===== src/rtl/core/rgbfx_pkg.sv =====
package rgbfx_pkg;

    localparam int unsigned CFG_IDX_W  = 3;
    localparam int unsigned CFG_DATA_W = 8;

    localparam logic [CFG_IDX_W-1:0] REG_LIGHT_ENABLE = 3'd0;
    localparam logic [CFG_IDX_W-1:0] REG_EFFECT_MODE  = 3'd1;
    localparam logic [CFG_IDX_W-1:0] REG_BASE_HUE     = 3'd2;
    localparam logic [CFG_IDX_W-1:0] REG_BASE_SAT     = 3'd3;
    localparam logic [CFG_IDX_W-1:0] REG_BASE_VALUE   = 3'd4;

    localparam logic [7:0] HUE_STRIDE   = 8'd16;
    localparam logic [7:0] BREATH_LIMIT = 8'd62;

    typedef enum logic [2:0] {
        ST_IDLE,
        ST_UPDATE,
        ST_DRAW,
        ST_FINISH,
        ST_EMIT
    } state_t;

    // datapath commands, one phase per state
    typedef struct packed {
        logic start;
        logic update;
        logic draw;
        logic finish;
        logic emit;
    } cmd_t;

    typedef struct packed {
        logic skip;
        logic draw_done;
        logic emit_done;
    } status_t;

    function automatic logic [7:0] breath_level(input logic [5:0] idx);
        logic [7:0] t [64];
        t = '{8'd0, 8'd0, 8'd0, 8'd0, 8'd0, 8'd0, 8'd0, 8'd0,
              8'd0, 8'd0, 8'd1, 8'd1, 8'd2, 8'd3, 8'd4, 8'd5,
              8'd6, 8'd8, 8'd10, 8'd12, 8'd15, 8'd17, 8'd20, 8'd24,
              8'd28, 8'd32, 8'd36, 8'd41, 8'd46, 8'd51, 8'd57, 8'd63,
              8'd70, 8'd76, 8'd83, 8'd91, 8'd98, 8'd106, 8'd113, 8'd121,
              8'd129, 8'd138, 8'd146, 8'd154, 8'd162, 8'd170, 8'd178, 8'd185,
              8'd193, 8'd200, 8'd207, 8'd213, 8'd220, 8'd225, 8'd231, 8'd235,
              8'd240, 8'd244, 8'd247, 8'd250, 8'd252, 8'd253, 8'd254, 8'd255};
        return t[idx];
    endfunction

endpackage


===== src/rtl/core/rgbfx_stream_if.sv =====
interface rgbfx_stream_if #(
    parameter int unsigned WIDTH = 1
);
    logic             valid;
    logic             ready;
    logic [WIDTH-1:0] payload;

    modport source (output valid, output payload, input ready);
    modport sink (input valid, input payload, output ready);
endinterface


===== src/rtl/core/rgb_led_effect_generator.sv =====
// channel  | dir | payload                                    | handshake
// in_if    | in  | battery_low                                | valid/ready
// out_if   | out | pixel_index, red, green, blue, frame_end   | valid/ready
// cfg      | in  | cfg_we, cfg_index, cfg_data                | write only
//
// one request (tick) runs, from accept to next accept: accept, an update
// state, a draw sweep through the two-stage hsv unit into the frame ram,
// a closing state, then the readout, one pixel a cycle while the output
// is not stalled
// an ignored request (disabled or battery low) goes back to idle from update
// reset sets all effect state to its start values; the frame store reads
// as black until written, tracked by per-entry valid bits
// output stalls hold the output register and pause the readout
module rgb_led_effect_generator #(
    parameter int unsigned LED_COUNT     = 16,
    parameter int unsigned SNAKE_LENGTH  = 4,
    parameter int unsigned KNIGHT_LENGTH = 3
) (
    input  logic                               clk,
    input  logic                               rst_n,
    rgbfx_stream_if.sink                       in_if,
    rgbfx_stream_if.source                     out_if,
    input  logic                               cfg_we,
    input  logic [rgbfx_pkg::CFG_IDX_W-1:0]    cfg_index,
    input  logic [rgbfx_pkg::CFG_DATA_W-1:0]   cfg_data
);
    // configuration registers
    logic       light_enable_reg;
    logic [4:0] effect_mode_reg;
    logic [7:0] base_hue_reg;
    logic [7:0] base_sat_reg;
    logic [7:0] base_value_reg;

    always_ff @(posedge clk or negedge rst_n)
    begin
        if (!rst_n)
        begin
            light_enable_reg <= 1'b0;
            effect_mode_reg  <= 5'd8;
            base_hue_reg     <= 8'd214;
            base_sat_reg     <= 8'd255;
            base_value_reg   <= 8'd255;
        end
        else if (cfg_we)
        begin
            case (cfg_index)
                rgbfx_pkg::REG_LIGHT_ENABLE: light_enable_reg <= cfg_data[0];
                rgbfx_pkg::REG_EFFECT_MODE:  effect_mode_reg  <= cfg_data[4:0];
                rgbfx_pkg::REG_BASE_HUE:     base_hue_reg     <= cfg_data;
                rgbfx_pkg::REG_BASE_SAT:     base_sat_reg     <= cfg_data;
                rgbfx_pkg::REG_BASE_VALUE:   base_value_reg   <= cfg_data;
                default:                     base_hue_reg     <= base_hue_reg;
            endcase
        end
    end

    // control and status between sequencer and datapath
    rgbfx_pkg::cmd_t    cmd;
    rgbfx_pkg::status_t status;

    // tick is captured when the sequencer is idle
    logic battery_low_reg;

    always_ff @(posedge clk)
    begin
        if (in_if.valid && in_if.ready)
        begin
            battery_low_reg <= in_if.payload[0];
        end
    end

    rgbfx_ctrl u_ctrl (
        .clk      (clk),
        .rst_n    (rst_n),
        .in_valid (in_if.valid),
        .in_ready (in_if.ready),
        .status   (status),
        .cmd      (cmd)
    );

    rgbfx_datapath #(
        .LED_COUNT     (LED_COUNT),
        .SNAKE_LENGTH  (SNAKE_LENGTH),
        .KNIGHT_LENGTH (KNIGHT_LENGTH)
    ) u_datapath (
        .clk             (clk),
        .rst_n           (rst_n),
        .cmd             (cmd),
        .status          (status),
        .battery_low     (cmd.start ? in_if.payload[0] : battery_low_reg),
        .light_enable    (light_enable_reg),
        .effect_mode     (effect_mode_reg),
        .base_hue        (base_hue_reg),
        .base_saturation (base_sat_reg),
        .base_value      (base_value_reg),
        .out_if          (out_if)
    );
endmodule


===== src/rtl/core/rgbfx_hsv.sv =====
// two-stage hsv to rgb: products registered, then sector select registered
module rgbfx_hsv (
    input  logic        clk,
    input  logic [7:0]  hue,
    input  logic [7:0]  sat,
    input  logic [7:0]  val,
    output logic [23:0] rgb
);
    logic [9:0]  h3;
    logic [15:0] hs_prod;
    logic [8:0]  inv_s;
    logic [16:0] lo_prod;
    logic [15:0] hs_reg;
    logic [8:0]  lo_reg;
    logic [1:0]  sect_reg;
    logic [7:0]  v_reg;
    logic [15:0] x_prod;
    logic [7:0]  x;
    logic [7:0]  lo;
    logic [7:0]  t0;
    logic [7:0]  t1;
    logic [23:0] rgb_next;
    logic [23:0] rgb_reg;

    assign h3      = {2'b00, hue} + {1'b0, hue, 1'b0};
    assign hs_prod = h3[7:0] * sat;
    assign inv_s   = 9'd256 - {1'b0, sat};
    assign lo_prod = inv_s * val;

    always_ff @(posedge clk)
    begin
        hs_reg   <= hs_prod;
        lo_reg   <= lo_prod[16:8];
        sect_reg <= h3[9:8];
        v_reg    <= val;
    end

    assign x_prod = hs_reg[15:8] * v_reg;
    assign x      = x_prod[15:8];
    assign lo     = lo_reg[7:0];
    assign t0     = x + lo;
    assign t1     = v_reg - x;

    always_comb
    begin
        case (sect_reg)
            2'd0:    rgb_next = {t1, t0, lo};
            2'd1:    rgb_next = {lo, t1, t0};
            default: rgb_next = {t0, lo, t1};
        endcase
    end

    always_ff @(posedge clk)
    begin
        rgb_reg <= rgb_next;
    end

    assign rgb = rgb_reg;
endmodule


===== src/rtl/core/rgbfx_ram.sv =====
module rgbfx_ram #(
    parameter int unsigned WIDTH = 24,
    parameter int unsigned DEPTH = 16
) (
    input  logic                     clk,
    input  logic                     we,
    input  logic [$clog2(DEPTH)-1:0] waddr,
    input  logic [WIDTH-1:0]         wdata,
    input  logic [$clog2(DEPTH)-1:0] raddr,
    output logic [WIDTH-1:0]         rdata
);
    logic [WIDTH-1:0] mem [DEPTH];

    always_ff @(posedge clk)
    begin
        if (we)
        begin
            mem[waddr] <= wdata;
        end
        rdata <= mem[raddr];
    end
endmodule


===== src/rtl/core/rgbfx_ctrl.sv =====
module rgbfx_ctrl (
    input  logic                   clk,
    input  logic                   rst_n,
    input  logic                   in_valid,
    output logic                   in_ready,
    input  rgbfx_pkg::status_t     status,
    output rgbfx_pkg::cmd_t        cmd
);
    rgbfx_pkg::state_t state_reg;
    rgbfx_pkg::state_t state_next;

    always_ff @(posedge clk or negedge rst_n)
    begin
        if (!rst_n)
        begin
            state_reg <= rgbfx_pkg::ST_IDLE;
        end
        else
        begin
            state_reg <= state_next;
        end
    end

    always_comb
    begin
        state_next = state_reg;
        case (state_reg)
            rgbfx_pkg::ST_IDLE:
            begin
                if (in_valid)
                begin
                    state_next = rgbfx_pkg::ST_UPDATE;
                end
            end
            rgbfx_pkg::ST_UPDATE:
            begin
                state_next = status.skip ? rgbfx_pkg::ST_IDLE : rgbfx_pkg::ST_DRAW;
            end
            rgbfx_pkg::ST_DRAW:
            begin
                if (status.draw_done)
                begin
                    state_next = rgbfx_pkg::ST_FINISH;
                end
            end
            rgbfx_pkg::ST_FINISH:
            begin
                state_next = rgbfx_pkg::ST_EMIT;
            end
            rgbfx_pkg::ST_EMIT:
            begin
                if (status.emit_done)
                begin
                    state_next = rgbfx_pkg::ST_IDLE;
                end
            end
            default:
            begin
                state_next = rgbfx_pkg::ST_IDLE;
            end
        endcase
    end

    always_comb
    begin
        cmd      = '0;
        in_ready = 1'b0;
        case (state_reg)
            rgbfx_pkg::ST_IDLE:
            begin
                in_ready  = 1'b1;
                cmd.start = in_valid;
            end
            rgbfx_pkg::ST_UPDATE: cmd.update = 1'b1;
            rgbfx_pkg::ST_DRAW:   cmd.draw   = 1'b1;
            rgbfx_pkg::ST_FINISH: cmd.finish = 1'b1;
            rgbfx_pkg::ST_EMIT:   cmd.emit   = 1'b1;
            default:              cmd        = '0;
        endcase
    end
endmodule


===== src/rtl/core/rgbfx_datapath.sv =====
module rgbfx_datapath #(
    parameter int unsigned LED_COUNT     = 16,
    parameter int unsigned SNAKE_LENGTH  = 4,
    parameter int unsigned KNIGHT_LENGTH = 3
) (
    input  logic               clk,
    input  logic               rst_n,
    input  rgbfx_pkg::cmd_t    cmd,
    output rgbfx_pkg::status_t status,
    input  logic               battery_low,
    input  logic               light_enable,
    input  logic [4:0]         effect_mode,
    input  logic [7:0]         base_hue,
    input  logic [7:0]         base_saturation,
    input  logic [7:0]         base_value,
    rgbfx_stream_if.source     out_if
);
    localparam int unsigned AW = $clog2(LED_COUNT);
    localparam int unsigned CW = AW + 1;
    localparam logic [CW-1:0] LAST = CW'(LED_COUNT - 1);
    localparam logic [7:0] LED8 = 8'(LED_COUNT);
    localparam logic [7:0] SNK8 = 8'(SNAKE_LENGTH);
    localparam logic [7:0] KNT8 = 8'(KNIGHT_LENGTH);
    localparam logic [7:0] HUE_STRIDE_C = rgbfx_pkg::HUE_STRIDE;

    // effect classes
    typedef enum logic [2:0] {
        FX_STATIC, FX_BREATH, FX_MOOD, FX_SWIRL, FX_SNAKE, FX_KNIGHT, FX_NONE
    } fx_t;

    fx_t        fx;
    logic [7:0] m8;
    logic [7:0] interval;

    logic       skip_reg, skip_next;
    logic       paint_reg, paint_next;   // this tick redraws the frame
    logic       clear_reg, clear_next;   // snake/knight: background black
    logic       newheld_reg, newheld_next;
    logic [7:0] hue_reg, hue_next;       // hue of held fill
    logic [7:0] val_reg, val_next;
    logic [7:0] start_reg, start_next;   // drawing origin (snake/knight)
    logic       sdir_reg, sdir_next;

    logic [23:0] held_reg;
    logic [7:0]  bpos_reg;
    logic        brise_reg;
    logic [7:0]  phase_reg;
    logic [7:0]  spos_reg, swait_reg;
    logic [7:0]  kpos_reg, kwait_reg;
    logic        kfwd_reg;

    logic [7:0]  phase_after;   // phase value for knight recolor

    // draw sweep: issue counter and pipeline registers (dv, da1, da2) to the ram
    logic [CW-1:0] dcnt_reg;
    logic [CW-1:0] wcnt_reg;
    logic [1:0]    dv_reg;
    logic [AW-1:0] da1_reg;
    logic [AW-1:0] da2_reg;
    logic          lit1_reg, lit2_reg;
    logic          k1_reg, k2_reg;

    logic [7:0]  h_in;
    logic [23:0] hsv_rgb;

    logic          we;
    logic [23:0]   wdata;
    logic [AW-1:0] raddr;
    logic [23:0]   rdata;
    logic [23:0]   cleared_q;

    // emit: read counter, output register
    logic [CW-1:0] rcnt_reg;
    logic          rpend_reg;
    logic [AW-1:0] rpix_reg;
    logic          ov_reg;
    logic [AW-1:0] opix_reg;
    logic [23:0]   orgb_reg;
    logic          olast_reg;
    logic          olast_pend_reg;

    assign m8 = {3'd0, effect_mode};

    always_comb
    begin
        fx = FX_NONE;
        interval = 8'd0;
        if (effect_mode == 5'd0)       fx = FX_STATIC;
        else if (effect_mode <= 5'd4)  fx = FX_BREATH;
        else if (effect_mode <= 5'd7)  fx = FX_MOOD;
        else if (effect_mode <= 5'd13)
        begin
            fx = FX_SWIRL;
            interval = m8 - 8'd6;
        end
        else if (effect_mode <= 5'd19)
        begin
            fx = FX_SNAKE;
            interval = m8 - 8'd14;
        end
        else if (effect_mode <= 5'd22)
        begin
            fx = FX_KNIGHT;
            interval = m8 - 8'd19;
        end
    end

    // tick decision at start
    always_comb
    begin
        skip_next    = skip_reg;
        paint_next   = paint_reg;
        clear_next   = clear_reg;
        newheld_next = newheld_reg;
        hue_next     = hue_reg;
        val_next     = val_reg;
        start_next   = start_reg;
        sdir_next    = sdir_reg;
        if (cmd.start)
        begin
            skip_next    = battery_low || !light_enable;
            paint_next   = 1'b0;
            clear_next   = 1'b0;
            newheld_next = 1'b0;
            hue_next     = base_hue;
            val_next     = base_value;
            start_next   = 8'd0;
            sdir_next    = 1'b0;
            case (fx)
                FX_STATIC:
                begin
                    paint_next   = 1'b1;
                    newheld_next = 1'b1;
                end
                FX_BREATH:
                begin
                    paint_next   = 1'b1;
                    newheld_next = 1'b1;
                    val_next     = rgbfx_pkg::breath_level(bpos_reg[5:0]);
                end
                FX_MOOD:
                begin
                    paint_next   = 1'b1;
                    newheld_next = 1'b1;
                    hue_next     = phase_reg;
                end
                FX_SWIRL:  paint_next = 1'b1;
                FX_SNAKE:
                begin
                    if (swait_reg + 8'd1 > {1'b0, interval[7:1]})
                    begin
                        paint_next = 1'b1;
                        clear_next = 1'b1;
                    end
                    start_next = spos_reg;
                    sdir_next  = interval[0];
                end
                FX_KNIGHT:
                begin
                    if (kwait_reg + 8'd1 > interval)
                    begin
                        paint_next = 1'b1;
                        clear_next = 1'b1;
                    end
                    start_next = kpos_reg;
                end
                default: paint_next = 1'b0;
            endcase
        end
    end

    always_ff @(posedge clk)
    begin
        skip_reg    <= skip_next;
        paint_reg   <= paint_next;
        clear_reg   <= clear_next;
        newheld_reg <= newheld_next;
        hue_reg     <= hue_next;
        val_reg     <= val_next;
        start_reg   <= start_next;
        sdir_reg    <= sdir_next;
    end

    assign status.skip = skip_reg;

    // per-pixel coverage for snake and knight
    logic [CW-1:0] pix;
    logic [7:0]    rel;      // offset of pixel from origin in drawing direction
    logic [7:0]    pix8;
    logic          lit;
    logic [7:0]    snake_base;  // origin reduced mod LED_COUNT
    logic [8:0]    snake_off;

    assign pix  = dcnt_reg;
    assign pix8 = 8'(pix);

    always_comb
    begin
        // origin is signed, from -SNAKE_LENGTH up to LED_COUNT
        if (start_reg[7])
        begin
            snake_base = start_reg + LED8;
        end
        else if (start_reg >= LED8)
        begin
            snake_base = start_reg - LED8;
        end
        else
        begin
            snake_base = start_reg;
        end
        if (!sdir_reg)
        begin
            snake_off = {1'b0, pix8} + 9'(LED8) - {1'b0, snake_base};
        end
        else
        begin
            snake_off = {1'b0, snake_base} + 9'(LED8) - {1'b0, pix8};
        end
        if (snake_off >= 9'(LED8))
        begin
            snake_off = snake_off - 9'(LED8);
        end
        rel = 8'(pix8 - start_reg);
        lit = 1'b1;
        if (effect_mode <= 5'd19)
        begin
            lit = snake_off < 9'(SNK8);
            rel = snake_off[7:0];
        end
        else
        begin
            // knight: pixel within [pos, pos+len)
            lit = $signed(rel) >= 0 && rel < KNT8;
        end
    end

    always_comb
    begin
        h_in = hue_reg;
        if (fx == FX_SWIRL)
        begin
            h_in = 8'(pix8 * HUE_STRIDE_C) + phase_reg;
        end
        else if (fx == FX_SNAKE)
        begin
            h_in = base_hue + 8'(rel * HUE_STRIDE_C);
        end
        else if (fx == FX_KNIGHT)
        begin
            h_in = phase_after;
        end
    end

    rgbfx_hsv u_hsv (
        .clk (clk),
        .hue (h_in),
        .sat (base_saturation),
        .val ((fx == FX_SWIRL || fx == FX_SNAKE || fx == FX_KNIGHT) ? base_value : val_reg),
        .rgb (hsv_rgb)
    );

    // draw sweep: one pixel issued per cycle, written to the ram from the da2_reg stage
    always_ff @(posedge clk or negedge rst_n)
    begin
        if (!rst_n)
        begin
            dcnt_reg <= '0;
            wcnt_reg <= '0;
            dv_reg   <= '0;
        end
        else
        begin
            if (cmd.start)
            begin
                dcnt_reg <= '0;
                wcnt_reg <= '0;
                dv_reg   <= '0;
            end
            else if (cmd.draw)
            begin
                dv_reg <= {dv_reg[0], dcnt_reg <= LAST};
                if (dcnt_reg <= LAST)
                begin
                    dcnt_reg <= dcnt_reg + 1'b1;
                end
                if (dv_reg[1])
                begin
                    wcnt_reg <= wcnt_reg + 1'b1;
                end
            end
        end
    end

    always_ff @(posedge clk)
    begin
        da1_reg  <= pix[AW-1:0];
        da2_reg  <= da1_reg;
        lit1_reg <= lit;
        lit2_reg <= lit1_reg;
        k1_reg   <= (fx == FX_KNIGHT);
        k2_reg   <= k1_reg;
    end

    assign status.draw_done = dv_reg[1] && (wcnt_reg == LAST);

    always_comb
    begin
        if (!clear_reg)
        begin
            wdata = hsv_rgb;
        end
        else if (!lit2_reg)
        begin
            wdata = '0;
        end
        else if (k2_reg)
        begin
            wdata = held_reg;
        end
        else
        begin
            wdata = hsv_rgb;
        end
    end

    assign we = cmd.draw && dv_reg[1] && paint_reg;

    // reset clears the frame store via valid bits
    logic [LED_COUNT-1:0] fvalid_reg;
    logic                 rvalid_reg;

    always_ff @(posedge clk or negedge rst_n)
    begin
        if (!rst_n)
        begin
            fvalid_reg <= '0;
        end
        else if (we)
        begin
            fvalid_reg[da2_reg] <= 1'b1;
        end
    end

    rgbfx_ram #(
        .WIDTH (24),
        .DEPTH (1 << AW)
    ) u_frame (
        .clk   (clk),
        .we    (we),
        .waddr (da2_reg),
        .wdata (wdata),
        .raddr (raddr),
        .rdata (rdata)
    );

    assign cleared_q = rvalid_reg ? rdata : '0;

    // knight end-of-sweep recolor uses the advanced phase
    assign phase_after = phase_reg;

    // effect state update at the update and finish phases; knight recolor needs hsv
    logic [7:0] bpos_n;
    logic [8:0] spos_s;
    logic [7:0] kpos_n;
    logic       kflip;
    logic [7:0] st;

    always_comb
    begin
        st     = m8;
        bpos_n = brise_reg ? bpos_reg + st : bpos_reg - st;
        spos_s = {spos_reg[7], spos_reg} + (interval[0] ? 9'h1ff : 9'd1);
        kpos_n = kfwd_reg ? kpos_reg + 8'd1 : kpos_reg - 8'd1;
        kflip  = ($signed(kpos_n) <= -$signed({1'b0, KNT8})) ||
                 ($signed(kpos_n) >= $signed({1'b0, LED8}));
    end

    logic recolor_reg;

    always_ff @(posedge clk or negedge rst_n)
    begin
        if (!rst_n)
        begin
            held_reg    <= '0;
            bpos_reg    <= '0;
            brise_reg   <= 1'b1;
            phase_reg   <= '0;
            spos_reg    <= 8'(9'd256 - 9'(SNK8));
            swait_reg   <= '0;
            kpos_reg    <= LED8 - 8'd1;
            kwait_reg   <= '0;
            kfwd_reg    <= 1'b1;
            recolor_reg <= 1'b0;
        end
        else
        begin
            if (cmd.update && !skip_reg)
            begin
                recolor_reg <= 1'b0;
                case (fx)
                    FX_BREATH:
                    begin
                        bpos_reg <= bpos_n;
                        if (bpos_n < st || 9'(bpos_n) + 9'(st) > 9'(rgbfx_pkg::BREATH_LIMIT))
                        begin
                            brise_reg <= !brise_reg;
                        end
                    end
                    FX_SNAKE:
                    begin
                        if (paint_reg)
                        begin
                            swait_reg <= '0;
                        end
                        else
                        begin
                            swait_reg <= swait_reg + 8'd1;
                        end
                    end
                    FX_KNIGHT:
                    begin
                        if (paint_reg)
                        begin
                            kwait_reg <= '0;
                        end
                        else
                        begin
                            kwait_reg <= kwait_reg + 8'd1;
                        end
                    end
                    default: recolor_reg <= 1'b0;
                endcase
            end
            if (cmd.finish)
            begin
                case (fx)
                    FX_MOOD: phase_reg <= phase_reg + m8 - 8'd4;
                    FX_SWIRL:
                    begin
                        phase_reg <= phase_reg -
                            8'((interval[0] ? 8'd0 - interval : interval) << 1);
                    end
                    FX_SNAKE:
                    begin
                        if (paint_reg)
                        begin
                            if ($signed(spos_s) > $signed(9'(LED8)))
                            begin
                                spos_reg <= '0;
                            end
                            else if (spos_s[8])
                            begin
                                spos_reg <= LED8;
                            end
                            else
                            begin
                                spos_reg <= spos_s[7:0];
                            end
                        end
                    end
                    FX_KNIGHT:
                    begin
                        if (paint_reg)
                        begin
                            kpos_reg <= kpos_n;
                            if (kflip)
                            begin
                                kfwd_reg    <= !kfwd_reg;
                                phase_reg   <= phase_reg + HUE_STRIDE_C;
                                recolor_reg <= 1'b1;
                            end
                        end
                    end
                    default: phase_reg <= phase_reg;
                endcase
                if (newheld_reg && paint_reg)
                begin
                    held_reg <= wdata;
                end
            end
            // knight recolor: hsv of the new phase is taken from the hsv output once rcnt_reg reaches 2
            if (cmd.emit && recolor_reg && rcnt_reg == CW'(2))
            begin
                held_reg    <= hsv_rgb;
                recolor_reg <= 1'b0;
            end
        end
    end

    // emit: read one pixel per cycle into the output register while the output is not stalled
    logic can_load;
    assign can_load = !ov_reg || out_if.ready;
    // a read waiting on a stalled output keeps its address on the ram port
    assign raddr    = (rpend_reg && !can_load) ? rpix_reg : rcnt_reg[AW-1:0];

    always_ff @(posedge clk or negedge rst_n)
    begin
        if (!rst_n)
        begin
            rcnt_reg       <= '0;
            rpend_reg      <= 1'b0;
            ov_reg         <= 1'b0;
            olast_reg      <= 1'b0;
            olast_pend_reg <= 1'b0;
            rvalid_reg     <= 1'b0;
        end
        else
        begin
            if (cmd.emit && rpend_reg && can_load)
            begin
                ov_reg <= 1'b1;
            end
            else if (out_if.ready)
            begin
                ov_reg <= 1'b0;
            end
            if (cmd.finish)
            begin
                rcnt_reg  <= '0;
                rpend_reg <= 1'b0;
            end
            else if (cmd.emit)
            begin
                if (rpend_reg && can_load)
                begin
                    orgb_reg  <= cleared_q;
                    opix_reg  <= rpix_reg;
                    olast_reg <= olast_pend_reg;
                end
                if ((!rpend_reg || can_load) && rcnt_reg <= LAST)
                begin
                    rpend_reg      <= 1'b1;
                    rpix_reg       <= rcnt_reg[AW-1:0];
                    rvalid_reg     <= fvalid_reg[rcnt_reg[AW-1:0]];
                    olast_pend_reg <= (rcnt_reg == LAST);
                    rcnt_reg       <= rcnt_reg + 1'b1;
                end
                else if (rpend_reg && can_load)
                begin
                    rpend_reg <= 1'b0;
                end
            end
        end
    end

    assign status.emit_done = out_if.ready && ov_reg && olast_reg;

    assign out_if.valid   = ov_reg;
    assign out_if.payload = {4'(opix_reg), orgb_reg, olast_reg};
endmodule


===== src/flat_wrapper.sv =====
// flat-port wrapper written by rule: the top's interface ports become plain ports
module rgb_led_effect_generator_flat 
#(
    parameter int unsigned LED_COUNT     = 16,
    parameter int unsigned SNAKE_LENGTH  = 4,
    parameter int unsigned KNIGHT_LENGTH = 3
)
  (clk, rst_n, cfg_we, cfg_index, cfg_data, in_if_valid, in_if_payload, in_if_ready, out_if_valid, out_if_payload, out_if_ready);
  rgbfx_stream_if #(.WIDTH(1)) in_if_i ();
  rgbfx_stream_if #(.WIDTH((29))) out_if_i ();
  input  logic clk;
  input  logic rst_n;
  input  logic cfg_we;
  input  logic [rgbfx_pkg::CFG_IDX_W-1:0] cfg_index;
  input  logic [rgbfx_pkg::CFG_DATA_W-1:0] cfg_data;
  input wire logic [$bits(in_if_i.valid)-1:0] in_if_valid;
  input wire logic [$bits(in_if_i.payload)-1:0] in_if_payload;
  output wire logic [$bits(in_if_i.ready)-1:0] in_if_ready;
  output wire logic [$bits(out_if_i.valid)-1:0] out_if_valid;
  output wire logic [$bits(out_if_i.payload)-1:0] out_if_payload;
  input wire logic [$bits(out_if_i.ready)-1:0] out_if_ready;
  assign in_if_i.valid = in_if_valid;
  assign in_if_i.payload = in_if_payload;
  assign in_if_ready = in_if_i.ready;
  assign out_if_valid = out_if_i.valid;
  assign out_if_payload = out_if_i.payload;
  assign out_if_i.ready = out_if_ready;
  rgb_led_effect_generator #(.LED_COUNT(LED_COUNT), .SNAKE_LENGTH(SNAKE_LENGTH), .KNIGHT_LENGTH(KNIGHT_LENGTH)) u_core (.clk(clk), .rst_n(rst_n), .in_if(in_if_i), .out_if(out_if_i), .cfg_we(cfg_we), .cfg_index(cfg_index), .cfg_data(cfg_data));
endmodule

===== config.mk =====
export PLATFORM = sky130hd
export DESIGN_NAME = rgb_led_effect_generator_flat
export DESIGN_NICKNAME = d
export VERILOG_FILES = /design/src/rtl/core/rgbfx_pkg.sv /design/src/rtl/core/rgbfx_stream_if.sv /design/src/rtl/core/rgb_led_effect_generator.sv /design/src/rtl/core/rgbfx_hsv.sv /design/src/rtl/core/rgbfx_ram.sv /design/src/rtl/core/rgbfx_ctrl.sv /design/src/rtl/core/rgbfx_datapath.sv /design/src/flat_wrapper.sv
export SDC_FILE = /design/constraint.sdc
export NUM_CORES = 2
export LEC_CHECK = 0
export BUFFER_PORTS_ARGS = -buffer_cell sky130_fd_sc_hd__buf_4
export CAP_MARGIN = 0
export CORE_AREA = 5 5 336 338
export CTS_CLUSTER_SIZE = 30
export DETAILED_ROUTE_END_ITERATION = 10
export DIE_AREA = 0 0 341 343
export PLACE_DENSITY = 0.51
export SLEW_MARGIN = 20
export SYNTH_ARGS = -nofsm -noshare
export SYNTH_HDL_FRONTEND = slang
export SYNTH_HIERARCHICAL = 1
export SYNTH_SLANG_ARGS = --single-unit

===== constraint.sdc =====
create_clock -name clk -period 9.59 [get_ports clk]
set_input_delay 0.959 -clock clk [delete_from_list [all_inputs] [get_ports clk]]
set_output_delay 0.959 -clock clk [all_outputs]
set_load 0.02 [all_outputs]

After elaboration in Yosys (flattened, before gate mapping) --
Memory sizes are Yosys's and may differ from the RTL's. A register that Yosys moved wholly into a read port is not among the register bits. Cells that the tools add are included.
Word-level totals: output and inout bits 31, memory bits (read-only) 512, word-level logic and storage cells 298, register bits after elaboration 278, memories kept 2, memory bits (writable) 384, bits of input ports 17
Memories:
- (name not given) | words 64, width 8, rd ports 1, clocked after memory_dff 0, wr ports 0, RTL line rgbfx_pkg.sv:48 | return t[idx];
- u_core.u_datapath.u_frame.mem | words 16, width 24, rd ports 1, clocked after memory_dff 1, wr ports 1, RTL line rgbfx_ram.sv:12 | logic [WIDTH-1:0] mem [DEPTH];
Operators by class: $lt $le $gt $ge 23, add/subtract/negate cells 33, bitwise gates (word level) 3, multipliers 3, equality and inequality tests 22, reductions and logical operators 71, mux-type cells 92
Operators by type and width (count):
- $mux W8 | 24
- $mux W24 | 6
- $pmux W24 S2 | 1
- $mux W5 | 9
- $mul A8 B8 Y16 | 2
- $mux W1 | 27
- $mux W9 | 3
- $reduce_and A2 Y1 | 13
- $add A8 B1 Y8 const B | 3
- $add A8 B8 Y8 | 3
- $pmux W8 S3 | 1
- $mux W3 | 7
- $eq A3 B2 Y1 const B | 6
- $gt A9 B6 Y1 const B | 2
- $reduce_and A3 Y1 | 6
- $logic_and A1 B1 Y1 | 17
- $add A8 B5 Y8 | 2
- $add A8 B5 Y8 const B | 2
- $mul A9 B8 Y16 | 1
- $or A16 B16 Y16 | 1
- $pmux W8 S2 | 1
- $reduce_and A4 Y1 | 4
- $reduce_bool A2 Y1 | 8
- $sub A8 B8 Y8 | 2
- 60 further kinds | 96

Depth between registers and ports, before layout --
depth in word-level cells 14, depth in mapped cells 34, depth with buffers taken out 32

Cells and area by module --
The synthesis kept the hierarchy.
By module, submodules not included:
- rgbfx_ram | sequential area each 12011.5 um^2, area each 14930.6 um^2, cells an instance 636, times used 1
- rgbfx_datapath | sequential area each 4914.7 um^2, area each 13361.6 um^2, cells an instance 1452, times used 1
- rgbfx_hsv | sequential area each 1001.0 um^2, area each 8205.4 um^2, cells an instance 923, times used 1
- rgb_led_effect_generator | sequential area each 808.3 um^2, area each 1311.3 um^2, cells an instance 70, times used 1
- rgbfx_ctrl | sequential area each 75.1 um^2, area each 177.7 um^2, cells an instance 17, times used 1

Worst setup path after synthesis --
OpenSTA, ideal clock, no wires.
path type reg2reg, start reg u_core.effect_mode_reg[3], end reg u_core.u_datapath.u_hsv.hs_reg[15], buffers on the path 2, stages on the path, launching flop included 33, setup slack 2.090 ns, arrival time 7.428 ns, period minus slack after synthesis 7.500 ns, required time 9.518 ns, setup time 0.072 ns, cell sequence dfstp_2 buf_2 clkinv_1 and3_1 ha_1 inv_1 nand3_1 o31ai_2 o21ai_0 clkbuf_1 nand2_1 o21ai_0 ha_1 fa_1 a21oi_1 nor2_1 nor2_1 o21bai_1 a21oi_1 xnor2_1 nand2b_1 fa_1 fa_1 inv_1 fa_1 fa_1 ha_1 or3_1 o21ai_0 o31ai_1 o21a_1 nor2_1 xnor2_1
On the way: cells in the longest elaborated chain, start to end 13, elaborated cells between the ends (all ways) 22, classes of those cells add/sub (2); mul (1); order compare (5); eq/ne (3); mux (10); reduce/logical (1)
Ends and longest elaborated chain:
- from (decl) | RTL line rgb_led_effect_generator.sv:29 | logic [4:0] effect_mode_reg;
- from (signal assigned) | RTL line rgb_led_effect_generator.sv:48 | rgbfx_pkg::REG_EFFECT_MODE: effect_mode_reg <= cfg_data[4:0];
- $le A5 B5 Y1 | RTL line rgbfx_datapath.sv:101 | else if (effect_mode <= 5'd22)
- $mux W2 | RTL line rgbfx_datapath.sv:101
- $mux W2 | RTL line rgbfx_datapath.sv:96 | else if (effect_mode <= 5'd19)
- $mux W3 | RTL line rgbfx_datapath.sv:91 | else if (effect_mode <= 5'd13)
- $mux W3 | RTL line rgbfx_datapath.sv:90 | else if (effect_mode <= 5'd7) fx = FX_MOOD;
- $mux W3 | RTL line rgbfx_datapath.sv:89 | else if (effect_mode <= 5'd4) fx = FX_BREATH;
- $mux W3 (*) | RTL line rgbfx_datapath.sv:88 | if (effect_mode == 5'd0) fx = FX_STATIC;
- $eq A3 B3 Y1 | RTL line rgbfx_datapath.sv:249 | else if (fx == FX_KNIGHT)
- $mux W8 | RTL line rgbfx_datapath.sv:249
- $mux W8 | RTL line rgbfx_datapath.sv:245 | else if (fx == FX_SNAKE)
- $mux W8 (*) | RTL line rgbfx_datapath.sv:241 | if (fx == FX_SWIRL)
- via u_core.u_datapath.h_in[0] | RTL line rgbfx_datapath.sv:63 | logic [7:0] h_in;
- $add A8 B9 Y10 (*) | RTL line rgbfx_hsv.sv:25 | assign h3 = {2'b00, hue} + {1'b0, hue, 1'b0};
- $mul A8 B8 Y16 (*) | RTL line rgbfx_hsv.sv:26 | assign hs_prod = h3[7:0] * sat;
- via u_core.u_datapath.u_hsv.hs_prod[15] | RTL line rgbfx_hsv.sv:10 | logic [15:0] hs_prod;
- to (signal assigned) | RTL line rgbfx_hsv.sv:32 | hs_reg <= hs_prod;
- to (decl) | RTL line rgbfx_hsv.sv:13 | logic [15:0] hs_reg;
The timed path passes the listed nets; every way through them passes the cells marked *. A chain may end at the register's enable or synchronous reset.

Final worst setup path --
start reg u_core.u_datapath.dcnt_reg[1], end reg u_core.u_datapath.u_hsv.hs_reg[15]
On the way: cells in the longest elaborated chain, start to end 11, elaborated cells between the ends (all ways) 15, classes of those cells add/sub (8); mul (1); order compare (1); mux (5)
Ends and longest elaborated chain:
- from (decl) | RTL line rgbfx_datapath.sv:55 | logic [CW-1:0] dcnt_reg;
- from (signal assigned) | RTL line rgbfx_datapath.sv:285 | dcnt_reg <= dcnt_reg + 1'b1;
- $add A5 B5 Y6 | RTL line rgbfx_datapath.sv:214 | snake_off = {1'b0, pix8} + 9'(LED8) - {1'b0, snake_base};
- $sub A6 B8 Y9 | RTL line rgbfx_datapath.sv:214
- $mux W9 | RTL line rgbfx_datapath.sv:212 | if (!sdir_reg)
- $sub A9 B5 Y9 or $ge A9 B5 Y1 (tied branches) | RTL line rgbfx_datapath.sv:222, rgbfx_datapath.sv:220
- $mux W9 | RTL line rgbfx_datapath.sv:220 | if (snake_off >= 9'(LED8))
- $mux W4 | RTL line rgbfx_datapath.sv:226 | if (effect_mode <= 5'd19)
- $add A8 B8 Y8 | RTL line rgbfx_datapath.sv:247 | h_in = base_hue + 8'(rel * HUE_STRIDE_C);
- $mux W8 | RTL line rgbfx_datapath.sv:245
- $mux W8 (*) | RTL line rgbfx_datapath.sv:241
- via u_core.u_datapath.h_in[7] | RTL line rgbfx_datapath.sv:63
- $add A8 B9 Y10 (*) | RTL line rgbfx_hsv.sv:25
- $mul A8 B8 Y16 (*) | RTL line rgbfx_hsv.sv:26
- via u_core.u_datapath.u_hsv.hs_prod[15] | RTL line rgbfx_hsv.sv:10
Marks and branches as above.

==> summary.md <==
| Metric | Value |
|---|---|
| Clock transition at the registers of the reported paths | 0.06 ns |
| Top FF cell, synth | edfxtp_1 |
| Status | finished clean |
| Top-count cell post-synth | edfxtp_1 |
| Fin util | between 30% and 40% |
| Initial antenna violation count | 1 |
| Cts hold-fix bufs | 0 |
| Max cap viols | 0 |
| Fin nets | 3520 |
| CTS Root Cell | clkbuf_16 |
| Slew of the pin with the lowest slew margin | roughly 1.1 ns |
| GPL Wtd Cong | between 0.8 and 0.9 |
| Via density | 5.01 |
| Routed via count | 23200 |
| Die area | 117000 um2 |
| Max Clk Rate | 0.118 GHz |
| Tcrit/Tclk final | roughly nine tenths |
| Worst setup EP type | register |
| Final Critical Period | 8.45 ns |
| Core Rows | between 100 and 150 |
| Post-DRT Antenna Nets | 0 |
| Net Count, Synth | 3485 |
| Relative slew slack | 23.7% |
| Area added between synthesis and finish | 11.8% |
| RR Endpoint | u_core/u_datapath/u_hsv/hs_reg[15] |
| Largest net degree at the start of global routing | 56 |
| Slowest stage cell, crit path | xnor2_1 |
| Crit path largest cell delay | 0.68 ns |
| EDFF count, synth | 446 |
| Number of flip-flops in the largest register | 384 |
| Register area share after synthesis | 49.5% |
| Post-synth cell types | 101 |
| CTS tree | built |
| Post-synthesis simple-gate area fraction | 10.7% |
| Clk sinks | between 600 and 700 |
| CTS buffer count | 76 |
| Worst Clk Skew | slightly below 0.03 ns |
| Largest reg by FF count | u_core/u_datapath/u_frame/mem |
| Fin. max-slew vios | 0 |
| Async S/R FF share, synth | 21.5% |
| Gr busiest metal | met2 |
| Initial Util | 34.6% |
| First-pass iteration count of the detailed router | 5 |
| R2R Path Start | u_core/u_datapath/dcnt_reg[1] |
| Synth Register Bits | 678 |
| Post-synth top cells | edfxtp_1, nand2_1, inv_1 |
| Critical path class | reg2reg |
| Mux share of post-synthesis cell area | 9.44% |
| Die width | 341 um |
| 1st-iter DRT viols | 1199 |
| GRT met1 Usage | between 20% and 30% |
| Yosys top cell area share | 35.3% |
| Setup Buffers After CTS | 0 |
| Critical path arrival | 9.00 ns |
| First-pass GRT wire length | 140000 um |
| Ant diodes | 0 |
| Final HPWL DP | 57700 um |
| Mapped Cells | between 3000 and 4000 |
| Ports | 48 |
| Crit path to | u_core/u_datapath/u_hsv/hs_reg[15] |
| Longest Clk Path Bufs | 3 |
| Critical Path Start | u_core/u_datapath/dcnt_reg[1] |
| Synth Area in XOR/XNOR | approximately 2.7% |
| Gr usage total | 15.1% |
| # DRC | 0 |
| H-tree Lvls | 3 |
| Vias in the first global route | 23700 |
| Grt total ovfl | 0 |
| Endpoints failing hold | 0 |
| Synth Cell Area | 38000 um2 |
| Footprint of the multi-input gates | 17800 um2 |
| Synth Area in Adders | 14.7% |
| Mean post-synth cell area | 12.3 um2 |
| Setup violators final | 0 |
| Met3 Use GR | under 10% |
| Reg area | 18800 um2 |
| Worst-Skew Late Latency | 0.64 ns |
| Hold Path Class | in2async |
| Met2 Use GR | 26.2% |
| Die height | 343 um |
| CP max FO | 8 |
| Largest cells by area after synthesis | edfxtp_1, ha_1, dfrtp_1 |
| Drt total wl | between 80000 and 90000 um |
| Final TNS setup | 0 ns |
| Synthesis Warnings | 6 |
| Layout cell share with drive strength beyond 1 | 14.1% |
| Core ar. | around 110000 um2 |
| Avg WL per Cell | 19.0 um |
| Main combinational cell family by area after synthesis | adder cells |
| Filler cell count | 10400 |
| RSZ-0062 raised after global routing | no |
| Worst reg-to-reg path cell count | 30 |
| Crit path required time | roughly 10 ns |
| Synth area leader | edfxtp_1 |
| Critical path startpoint category | register |
| Post-CTS sizing | 0 |
| Reg2Reg Setup Slack | 1.14 ns |
| Compound-Gate Fraction of Synth Area | under 10% |
| PortBufs | 47 |
[cells in the final DEF, fill, tap and decap left out, drive strengths merged, types with 14 or more instances in the layout]
cell    netlist  routed
edfxtp      446     446
nand2       255     255
inv         251     255
ha          244     244
nor2        175     175
a21oi       161     161
and2        153     153
fa          126     126
dfrtp       112     112
o21ai       109     109
clkbuf       85     108
mux4        102     102
dfxtp        86      86
buf          36      78
xnor2        74      74
mux2         69      69
nor3         61      61
a22oi        56      56
mux2i        45      45
xor2         44      44
dfstp        34      34
nand3        32      32
nor2b        32      32
nand2b       29      29
o21bai       29      29
a21o         28      28
clkinv        1      22
a211oi       19      19
o21a         19      19
o211ai       16      16
or3          15      15
and3         14      14
o31ai        14      14
[how the worst min path moves through the flow]
stage,from,to,slack (ns),depth (start not counted)
finish,rst_n,u_core/light_enable_reg,0.31,1
global placement,u_core/u_datapath/k1_reg,u_core/u_datapath/k2_reg,0.31,0
floorplan,u_core/u_datapath/da1_reg[0],u_core/u_datapath/da2_reg[0],0.31,0
detailed placement,u_core/u_datapath/da1_reg[3],u_core/u_datapath/da2_reg[3],0.31,0
global route,rst_n,u_core/light_enable_reg,0.33,1
CTS,rst_n,u_core/light_enable_reg,0.29,1
[layer usage]
metal	vias up	part of all wire (%)
met5	-	0.015
met4	2	1.9
met3	103	3.4
met2	321	49
met1	11600	45
li1	11200	-
[area by class of cell]
class                   instances  share of cell area [%]
clock buffers                 108                    4.98
clock inverters                32                   0.858
inverters                     252                    2.23
multi-input cells            2047                    42.0
flip-flops and latches        678                    44.3
well taps                    1426                    4.20
repair buffers                 78                    1.39
[metrics by stage]
stage | instance area [um2] | setup slack, ns | hold WS, ns | instances
floorplan | 38000 | 2.09 | 0.310 | 3098
global placement | 40000 | 1.27 | 0.312 | 4481
detailed placement | 40000 | 1.15 | 0.313 | 4481
CTS | 42400 | 1.11 | 0.288 | 4621
global route | 42500 | 0.471 | 0.325 | 4621
finish | 42500 | 1.14 | 0.311 | 4621
[cells by family (layout without fill, tap and decap cells)]
family / after synthesis / after routing
xor gates and xnor gates: 118 / 118
buffers and inverters: 373 / 470
AOI/OAI and AO/OA: 522 / 522
DFF: 678 / 678
muxes: 216 / 216
adders and majority gates: 372 / 372
and+or+nand+nor: 819 / 819
[critical path: cells and delay by family, from the launching register on]
kind / cells / cell delay [ns]
adder cells (fa/ha/maj): 10 / 3.93
AO/OA/AOI/OAI: 8 / 1.55
XOR/XNOR: 4 / 1.08
AND/OR/NAND/NOR: 4 / 0.73
flip-flops: 1 / 0.53
buffers and inverters: 3 / 0.30
multiplexers: 1 / 0.22
Power is not shown: default switching activity piles up to over one toggle a cycle in this logic, so the estimate is an artifact.
